## src/hw/rtl/uth_pkg.sv

```systemverilog
// Package for the UTF-8 to UCS-2 hex encoder: payload structs, lead-byte
// constants and the nibble-to-ASCII function.
// No dependencies.
package uth_pkg;

  // One input byte request
  typedef struct packed {
    logic [7:0] text_byte;
    logic       end_of_text;
  } text_item_t;

  // One hex character result
  typedef struct packed {
    logic [6:0] hex_char;
    logic       unit_done;
    logic       text_done;
  } hex_item_t;

  // Completed code unit passed from front to back
  typedef struct packed {
    logic [15:0] code;
    logic        last;
  } code_unit_t;

  // Continuation bytes still expected
  localparam logic [1:0] PEND_NONE = 2'd0;
  localparam logic [1:0] PEND_ONE  = 2'd1;
  localparam logic [1:0] PEND_TWO  = 2'd2;

  // Lead of a two-byte sequence: 110xxxxx
  localparam logic [2:0] LEAD2_MARK = 3'b110;

  // Digit position of the last hex character of a unit
  localparam logic [1:0] LAST_DIGIT = 2'd3;

  function automatic logic [6:0] hex_ascii(input logic [3:0] nib);
    logic [6:0] ch;
    case (nib)
      4'h0: ch = 7'h30;
      4'h1: ch = 7'h31;
      4'h2: ch = 7'h32;
      4'h3: ch = 7'h33;
      4'h4: ch = 7'h34;
      4'h5: ch = 7'h35;
      4'h6: ch = 7'h36;
      4'h7: ch = 7'h37;
      4'h8: ch = 7'h38;
      4'h9: ch = 7'h39;
      4'hA: ch = 7'h41;
      4'hB: ch = 7'h42;
      4'hC: ch = 7'h43;
      4'hD: ch = 7'h44;
      4'hE: ch = 7'h45;
      default: ch = 7'h46;
    endcase
    return ch;
  endfunction

endpackage

```

## src/hw/rtl/uth_front.sv

```systemverilog
// Front end: accepts UTF-8 bytes, tracks the open sequence and assembles
// 16-bit code units. Depends on uth_pkg.
module uth_front import uth_pkg::*; (
  input  logic       clk,
  input  logic       rst,
  input  logic       push,
  output logic       full,
  input  text_item_t text_in,
  output logic       unit_push,
  input  logic       unit_full,
  output code_unit_t unit_out
);

  logic [1:0]  pending;
  logic [1:0]  pending_next;
  logic [15:0] acc;
  logic [15:0] acc_next;
  logic        unit_ready;
  logic        accept;
  logic [7:0]  b;

  assign b      = text_in.text_byte;
  assign full   = unit_full;
  assign accept = push && !full;

  // Sequence decode
  always_comb begin
    pending_next = pending;
    acc_next     = acc;
    unit_ready   = 1'b0;
    unique case (pending)
      PEND_NONE: begin
        if (!b[7]) begin
          acc_next   = {8'h00, b};
          unit_ready = 1'b1;
        end else if (b[7:5] == LEAD2_MARK) begin
          acc_next     = {5'b0, b[4:0], 6'b0};
          pending_next = PEND_ONE;
        end else begin
          // any other lead, stray continuation included: three-byte form
          acc_next     = {b[3:0], 12'b0};
          pending_next = PEND_TWO;
        end
      end
      PEND_ONE: begin
        acc_next     = acc | {10'b0, b[5:0]};
        pending_next = PEND_NONE;
        unit_ready   = 1'b1;
      end
      PEND_TWO: begin
        acc_next     = acc | {4'b0, b[5:0], 6'b0};
        pending_next = PEND_ONE;
      end
      default: begin
        pending_next = PEND_NONE;
      end
    endcase
    // text ends mid-sequence: flush with missing bytes as zero
    if (text_in.end_of_text && pending_next != PEND_NONE) begin
      pending_next = PEND_NONE;
      unit_ready   = 1'b1;
    end
  end

  always_ff @(posedge clk) begin
    if (rst) begin
      pending <= PEND_NONE;
      acc     <= '0;
    end else if (accept) begin
      pending <= pending_next;
      acc     <= acc_next;
    end
  end

  assign unit_push     = accept && unit_ready;
  assign unit_out.code = acc_next;
  assign unit_out.last = text_in.end_of_text;

  // Checks
  a_pend_range: assert property (@(posedge clk) disable iff (rst)
    pending != 2'd3) else $error("pending count out of range");
  a_eot_closes: assert property (@(posedge clk) disable iff (rst)
    (accept && text_in.end_of_text) |=> pending == PEND_NONE)
    else $error("sequence still open after end of text");
  a_eot_unit: assert property (@(posedge clk) disable iff (rst)
    (accept && text_in.end_of_text) |-> unit_push)
    else $error("end of text produced no unit");

endmodule

```

## src/hw/rtl/uth_queue.sv

```systemverilog
// Short register queue of code units between the front and back ends.
// Depends on uth_pkg.
module uth_queue import uth_pkg::*; #(
  parameter int DEPTH = 2
) (
  input  logic       clk,
  input  logic       rst,
  input  logic       wr_en,
  input  code_unit_t wr_data,
  output logic       q_full,
  input  logic       rd_en,
  output code_unit_t rd_data,
  output logic       q_empty
);

  localparam int PTR_W = $clog2(DEPTH);
  localparam int CNT_W = $clog2(DEPTH + 1);

  code_unit_t           entries [DEPTH];
  logic [PTR_W-1:0]     wr_ptr;
  logic [PTR_W-1:0]     rd_ptr;
  logic [CNT_W-1:0]     count;
  logic                 do_wr;
  logic                 do_rd;

  assign q_full  = (count == CNT_W'(DEPTH));
  assign q_empty = (count == '0);
  assign do_wr   = wr_en && !q_full;
  assign do_rd   = rd_en && !q_empty;
  assign rd_data = entries[rd_ptr];

  // Storage
  always_ff @(posedge clk) begin
    if (do_wr) begin
      entries[wr_ptr] <= wr_data;
    end
  end

  // Pointers and fill count
  always_ff @(posedge clk) begin
    if (rst) begin
      wr_ptr <= '0;
      rd_ptr <= '0;
      count  <= '0;
    end else begin
      if (do_wr) begin
        wr_ptr <= (wr_ptr == PTR_W'(DEPTH - 1)) ? '0 : wr_ptr + 1'b1;
      end
      if (do_rd) begin
        rd_ptr <= (rd_ptr == PTR_W'(DEPTH - 1)) ? '0 : rd_ptr + 1'b1;
      end
      if (do_wr && !do_rd) begin
        count <= count + 1'b1;
      end else if (do_rd && !do_wr) begin
        count <= count - 1'b1;
      end
    end
  end

  // Checks
  a_count_max: assert property (@(posedge clk) disable iff (rst)
    count <= CNT_W'(DEPTH)) else $error("queue overfilled");
  a_no_drop: assert property (@(posedge clk) disable iff (rst)
    wr_en |-> !q_full) else $error("unit pushed into full queue");
  a_count_track: assert property (@(posedge clk) disable iff (rst)
    (do_wr && !do_rd) |=> count == $past(count) + 1'b1)
    else $error("fill count not updated on write");

endmodule

```

## src/hw/rtl/uth_back.sv

```systemverilog
// Back end: takes code units from the queue and hands out four hex
// characters per unit, high nibble first. Depends on uth_pkg.
module uth_back import uth_pkg::*; (
  input  logic       clk,
  input  logic       rst,
  input  logic       q_empty,
  input  code_unit_t q_data,
  output logic       q_pop,
  output logic       empty,
  input  logic       pop,
  output hex_item_t  hex_out
);

  code_unit_t cur;
  logic [1:0] digit;
  logic       busy;
  logic       take;
  logic       load;
  logic [3:0] nib;

  assign take  = busy && pop;
  assign load  = !q_empty && (!busy || (take && digit == LAST_DIGIT));
  assign q_pop = load;
  assign empty = !busy;

  // Unit register and digit counter
  always_ff @(posedge clk) begin
    if (rst) begin
      busy  <= 1'b0;
      digit <= '0;
    end else if (load) begin
      busy  <= 1'b1;
      digit <= '0;
    end else if (take) begin
      if (digit == LAST_DIGIT) begin
        busy <= 1'b0;
      end
      digit <= digit + 1'b1;
    end
  end

  always_ff @(posedge clk) begin
    if (load) begin
      cur <= q_data;
    end
  end

  // Nibble select, high first
  always_comb begin
    case (digit)
      2'd0:    nib = cur.code[15:12];
      2'd1:    nib = cur.code[11:8];
      2'd2:    nib = cur.code[7:4];
      default: nib = cur.code[3:0];
    endcase
  end

  assign hex_out.hex_char  = hex_ascii(nib);
  assign hex_out.unit_done = (digit == LAST_DIGIT);
  assign hex_out.text_done = (digit == LAST_DIGIT) && cur.last;

  // Checks
  a_idle_digit: assert property (@(posedge clk) disable iff (rst)
    !busy |-> digit == '0) else $error("digit counter moved while idle");
  a_hold: assert property (@(posedge clk) disable iff (rst)
    (busy && !pop) |=> busy && $stable(digit))
    else $error("result changed without a pop");
  a_text_done: assert property (@(posedge clk) disable iff (rst)
    hex_out.text_done |-> hex_out.unit_done)
    else $error("text end flagged off a unit boundary");

endmodule

```

## src/hw/rtl/utf8_to_ucs2_hex_encoder_top.sv

```systemverilog
// Top level of the UTF-8 to UCS-2 hex encoder: front decoder, unit queue
// and hex back end. Depends on uth_pkg, uth_front, uth_queue, uth_back.
//
//  channel   direction  handshake     payload
//  input     in         push / full   text_in  (text_item_t)
//  result    out        pop / empty   hex_out  (hex_item_t)
//
// A byte is taken every cycle while the unit queue has room; one that
// completes a code unit yields four characters, one per cycle while pop
// is held high, so the sustained rate is set by the back end.
// Lead bytes of multi-byte sequences yield nothing unless they end a text.
// Reset (rst, synchronous) empties the queue and closes any open sequence.
// A stalled result side fills the queue, then full rises.
module utf8_to_ucs2_hex_encoder_top import uth_pkg::*; #(
  parameter int QUEUE_DEPTH = 2
) (
  input  logic       clk,
  input  logic       rst,
  input  logic       push,
  output logic       full,
  input  text_item_t text_in,
  output logic       empty,
  input  logic       pop,
  output hex_item_t  hex_out
);

  logic       unit_push;
  logic       unit_full;
  code_unit_t unit_wr;
  logic       q_pop;
  logic       q_empty;
  code_unit_t q_data;

  uth_front u_front (
    .clk       (clk),
    .rst       (rst),
    .push      (push),
    .full      (full),
    .text_in   (text_in),
    .unit_push (unit_push),
    .unit_full (unit_full),
    .unit_out  (unit_wr)
  );

  uth_queue #(
    .DEPTH (QUEUE_DEPTH)
  ) u_queue (
    .clk     (clk),
    .rst     (rst),
    .wr_en   (unit_push),
    .wr_data (unit_wr),
    .q_full  (unit_full),
    .rd_en   (q_pop),
    .rd_data (q_data),
    .q_empty (q_empty)
  );

  uth_back u_back (
    .clk     (clk),
    .rst     (rst),
    .q_empty (q_empty),
    .q_data  (q_data),
    .q_pop   (q_pop),
    .empty   (empty),
    .pop     (pop),
    .hex_out (hex_out)
  );

endmodule

```

## config.mk

```make
export PLATFORM = sky130hd
export DESIGN_NAME = utf8_to_ucs2_hex_encoder_top
export DESIGN_NICKNAME = d
export VERILOG_FILES = /design/src/hw/rtl/uth_pkg.sv /design/src/hw/rtl/uth_front.sv /design/src/hw/rtl/uth_queue.sv /design/src/hw/rtl/uth_back.sv /design/src/hw/rtl/utf8_to_ucs2_hex_encoder_top.sv
export SDC_FILE = /design/constraint.sdc
export NUM_CORES = 1
export LEC_CHECK = 0
export BUFFER_PORTS_ARGS = -buffer_cell sky130_fd_sc_hd__buf_2
export CAP_MARGIN = 10
export CORE_UTILIZATION = 55
export DETAILED_ROUTE_END_ITERATION = 16
export PLACE_DENSITY = 0.74
export SYNTH_ARGS = -nofsm -noshare
export SYNTH_HDL_FRONTEND = slang
export SYNTH_SLANG_ARGS = --single-unit
```

## constraint.sdc

```tcl
create_clock -name clk -period 3.6 [get_ports clk]
set_input_delay 0.36 -clock clk [delete_from_list [all_inputs] [get_ports clk]]
set_output_delay 0.36 -clock clk [all_outputs]
set_load 0.02 [all_outputs]
```

==> metrics.yaml <==
grt:
  grt_max_degree: 25
  track_usage: 0.197
  antenna_found_initial: 0
  grt-ovfl-total: 0
  grt_pass1_wl_mm: 8.85
  grt_pass1_vias: 1801
clock_network:
  post_cts_resized: 0
  cts_buffers: 9
  holdBufCountCts: 0
  cts_sinks: 76
  post-cts-setup-buffer-count: 0
  cts_tree: "yes"
  cts_max_level: 3
  clk_path_buf_depth: 2
  clkTransAtPathRegs_ns: 0.08
  clockRootBuffer: "clkbuf_8"
  clock_latency_ns: 0.34
timing:
  worst_slew_pin_slew_ns: 0.790
  finalClockSkew_ns: 0.00582
  finalCritPeriodShare: 0.775
  report.final.setup_viol: 0
  max_freq_mhz: 359
  setup-tns-final_ns: 0
  slew_viol_final: 0
  hold_viol: 0
  final.min_clock_period_ns: 2.79
  slew_headroom: 0.472
  grt_setup_unrepaired: "no"
detailed_routing:
  wl_per_cell_um: 15.7
  routed_wirelength_mm: 5.43
  drc: 0
  drt-initial-drc-count: 132
  routed_via_density: 5.61
  vias: 1935
  drtAntennaViolNets: 0
  drt_pass1_iterations: 4
placement:
  gp_congestion: 0.735
  post-dp-hpwl_mm: 3.60
  io_buffers: 23
yosys:
  netlist_instances: 244
  syn_area_per_cell_um2: 13.3
  synthDistinctLibCells: 36
  syn_area_mm2: 0.00325
  ys_warn_count: 0
  ys_seq_elements: 76
  synth-edff-count: 51
  yosysSeqAreaShare: 0.625
  ys.flop_type: "edfxtp_1"
  syn_nets: 264
  async_reset_ff_frac: 0
flow_run:
  cap_violations: 0
outcome:
  status: "complete, no violations"
power_and_ir_drop:
  leakage_uw: 0.00145
  seqPwrFrac: 0.468
  combinationalPowerShare: 0.267
  power.density_mw_per_mm2: 729
  p_switching_uw: 810
  sw_frac_of_total: 0.307
  p_int_uw: 1830
  power_frac_clock: 0.265
  peakVddDrop_mv: 0.390
floorplanning:
  rows: 27
  dieWidth_um: 78.9
  die_area_mm2: 0.00622
  io_pins: 24
  coreArea_mm2: 0.00561
  initial_core_util: 0.579
  chipHeight_um: 78.9
layout:
  regArea_mm2: 0.00203
  drive_gt1_frac: 0.223
  multiInputGateArea_mm2: 0.00110
  fin_nets: 288
  utilization: 0.645
  fill_cells: 434
  insertedDiodeCount: 0
  syn2layout_area_growth_pct: 11.2
worst_hold_path:
  min_path_type: "input pin to register"
worst_setup_path:
  start_kind: "register"
  end_kind: "primary output"
  critPathMaxStageDelay_ns: 0.37
  critical_path.cell_chain: "inv_1, ha_1, a222oi_1, mux2_2, inv_1, ha_1, inv_1, o21ai_0, o22ai_1, buf_2"
  cpMostUsedCell: "inv_1"
  critPathKind: "register to primary output"
  cp.required_ns: 3.24
  cp_slowest_cell: "dfxtp_1"
  worstPathArrival_ns: 2.43
  critPathMaxFanout: 5
==> Yosys cell counts, types with 2 or more instances <==
cell type | n | area (um2)
edfxtp_1 | 51 | 1530
dfxtp_1 | 25 | 500
mux2_2 | 19 | 214
inv_1 | 16 | 60.1
a22o_1 | 15 | 131
nand2_1 | 11 | 41.3
a21oi_1 | 10 | 50.1
nor2_1 | 10 | 37.5
o21a_1 | 9 | 67.6
nand2b_1 | 8 | 50.1
ha_1 | 7 | 87.6
o211a_1 | 7 | 70.1
o21ai_0 | 5 | 25.0
a32oi_1 | 4 | 35.0
and2_1 | 4 | 25.0
buf_2 | 4 | 20.0
clkbuf_1 | 4 | 15.0
mux2i_1 | 4 | 40.0
a222oi_1 | 3 | 30.0
and2b_1 | 3 | 22.5
nor2b_1 | 3 | 18.8
buf_6 | 2 | 22.5
nand3_1 | 2 | 10.0
nand3b_1 | 2 | 15.0
nor3_1 | 2 | 10.0
or3_1 | 2 | 12.5
xnor2_1 | 2 | 17.5
xor2_1 | 2 | 17.5
==> final timing paths <==
path / startpoint / to / slack (ns) / cells after the start
hold / removal: text_in[0] / u_queue.entries[1][0] / 0.24 / 1
setup / recovery: u_back.digit[0] / hex_out[3] / 0.81 / 10
setup reg to reg: u_queue.count[0] / u_queue.entries[0][8] / 1.18 / 4
hold reg to reg: u_front.acc[11] / u_front.acc[11] / 0.46 / 2
==> layer usage <==
metal,GRT usage,vias to the layer above,part of all wire
met5,0,-,0
met3,0.0517,12,0.039
met4,0.0873,0,0.019
li1,-,951,-
met2,0.313,47,0.45
met1,0.254,925,0.49
==> area by class of cell <==
cell class                      instances  area share
Tap cell                               72      0.0249
Multi-Input combinational cell        141       0.303
Inverter                               16      0.0166
Sequential cell                        76       0.562
Clock buffer                            9      0.0343
Timing Repair Buffer                   24      0.0339
Clock inverter                          7      0.0249
==> power groups by stage <==
stage | Clock, uW | Combinational [uW] | Sequential [uW]
floorplan | 0 | 579 | 1210
global placement | 0 | 694 | 1250
detailed placement | 0 | 703 | 1260
CTS | 712 | 709 | 1240
global route | 749 | 779 | 1250
finish | 699 | 704 | 1230
==> through the flow <==
stage               hold slack [ns]  cells  total power (uW)  setup slack [ns]  cell area, um2
CTS                           0.232    345              2660             0.776            3610
global placement              0.445    329              1940              1.24            3400
detailed placement            0.450    329              1960              1.18            3400
finish                        0.243    345              2640             0.811            3610
global route                  0.227    345              2780             0.641            3610
floorplan                     0.429    244              1780             0.593            3250
==> sequential cells by signal, summed over array words and instances, names as in the netlist <==
register / count
u_back.cur: 17
u_front.acc: 16
u_queue.wr_ptr: 1
u_back.busy: 1
u_back.digit: 2
u_front.pending: 2
u_queue.count: 2
u_queue.entries: 34
u_queue.rd_ptr: 1
==> worst max-delay path, delay by kind of cell, from the launching register on <==
kind | cells | cell delay, ns
fa+ha+maj | 2 | 0.54
compound gates | 3 | 0.53
buf+inv | 4 | 0.38
flops | 1 | 0.37
mux | 1 | 0.26
==> kinds of logic after synthesis <==
group | synth area share
AO/OA/AOI/OAI | 0.136
XOR/XNOR | 0.0108
adder cells (fa/ha/maj) | 0.0270
buffers and inverters | 0.0385
flip-flops | 0.625
multiplexers | 0.0782
AND/OR/NAND/NOR | 0.0843
==> placed cells by master, fill, tap and decap left out, drive strengths merged, types with 2 or more instances in the layout <==
master	n
edfxtp	51
dfxtp	25
buf	24
mux2	19
inv	17
a22o	15
nand2	11
nor2	10
a21oi	10
o21a	9
clkbuf	9
nand2b	8
o211a	7
ha	7
o21ai	5
mux2i	4
and2	4
a32oi	4
nor2b	3
and2b	3
a222oi	3
clkinv	3
nand3b	2
or3	2
nor3	2
nand3	2
xor2	2
xnor2	2
bufinv	2
(Power assumes the default switching activity.)
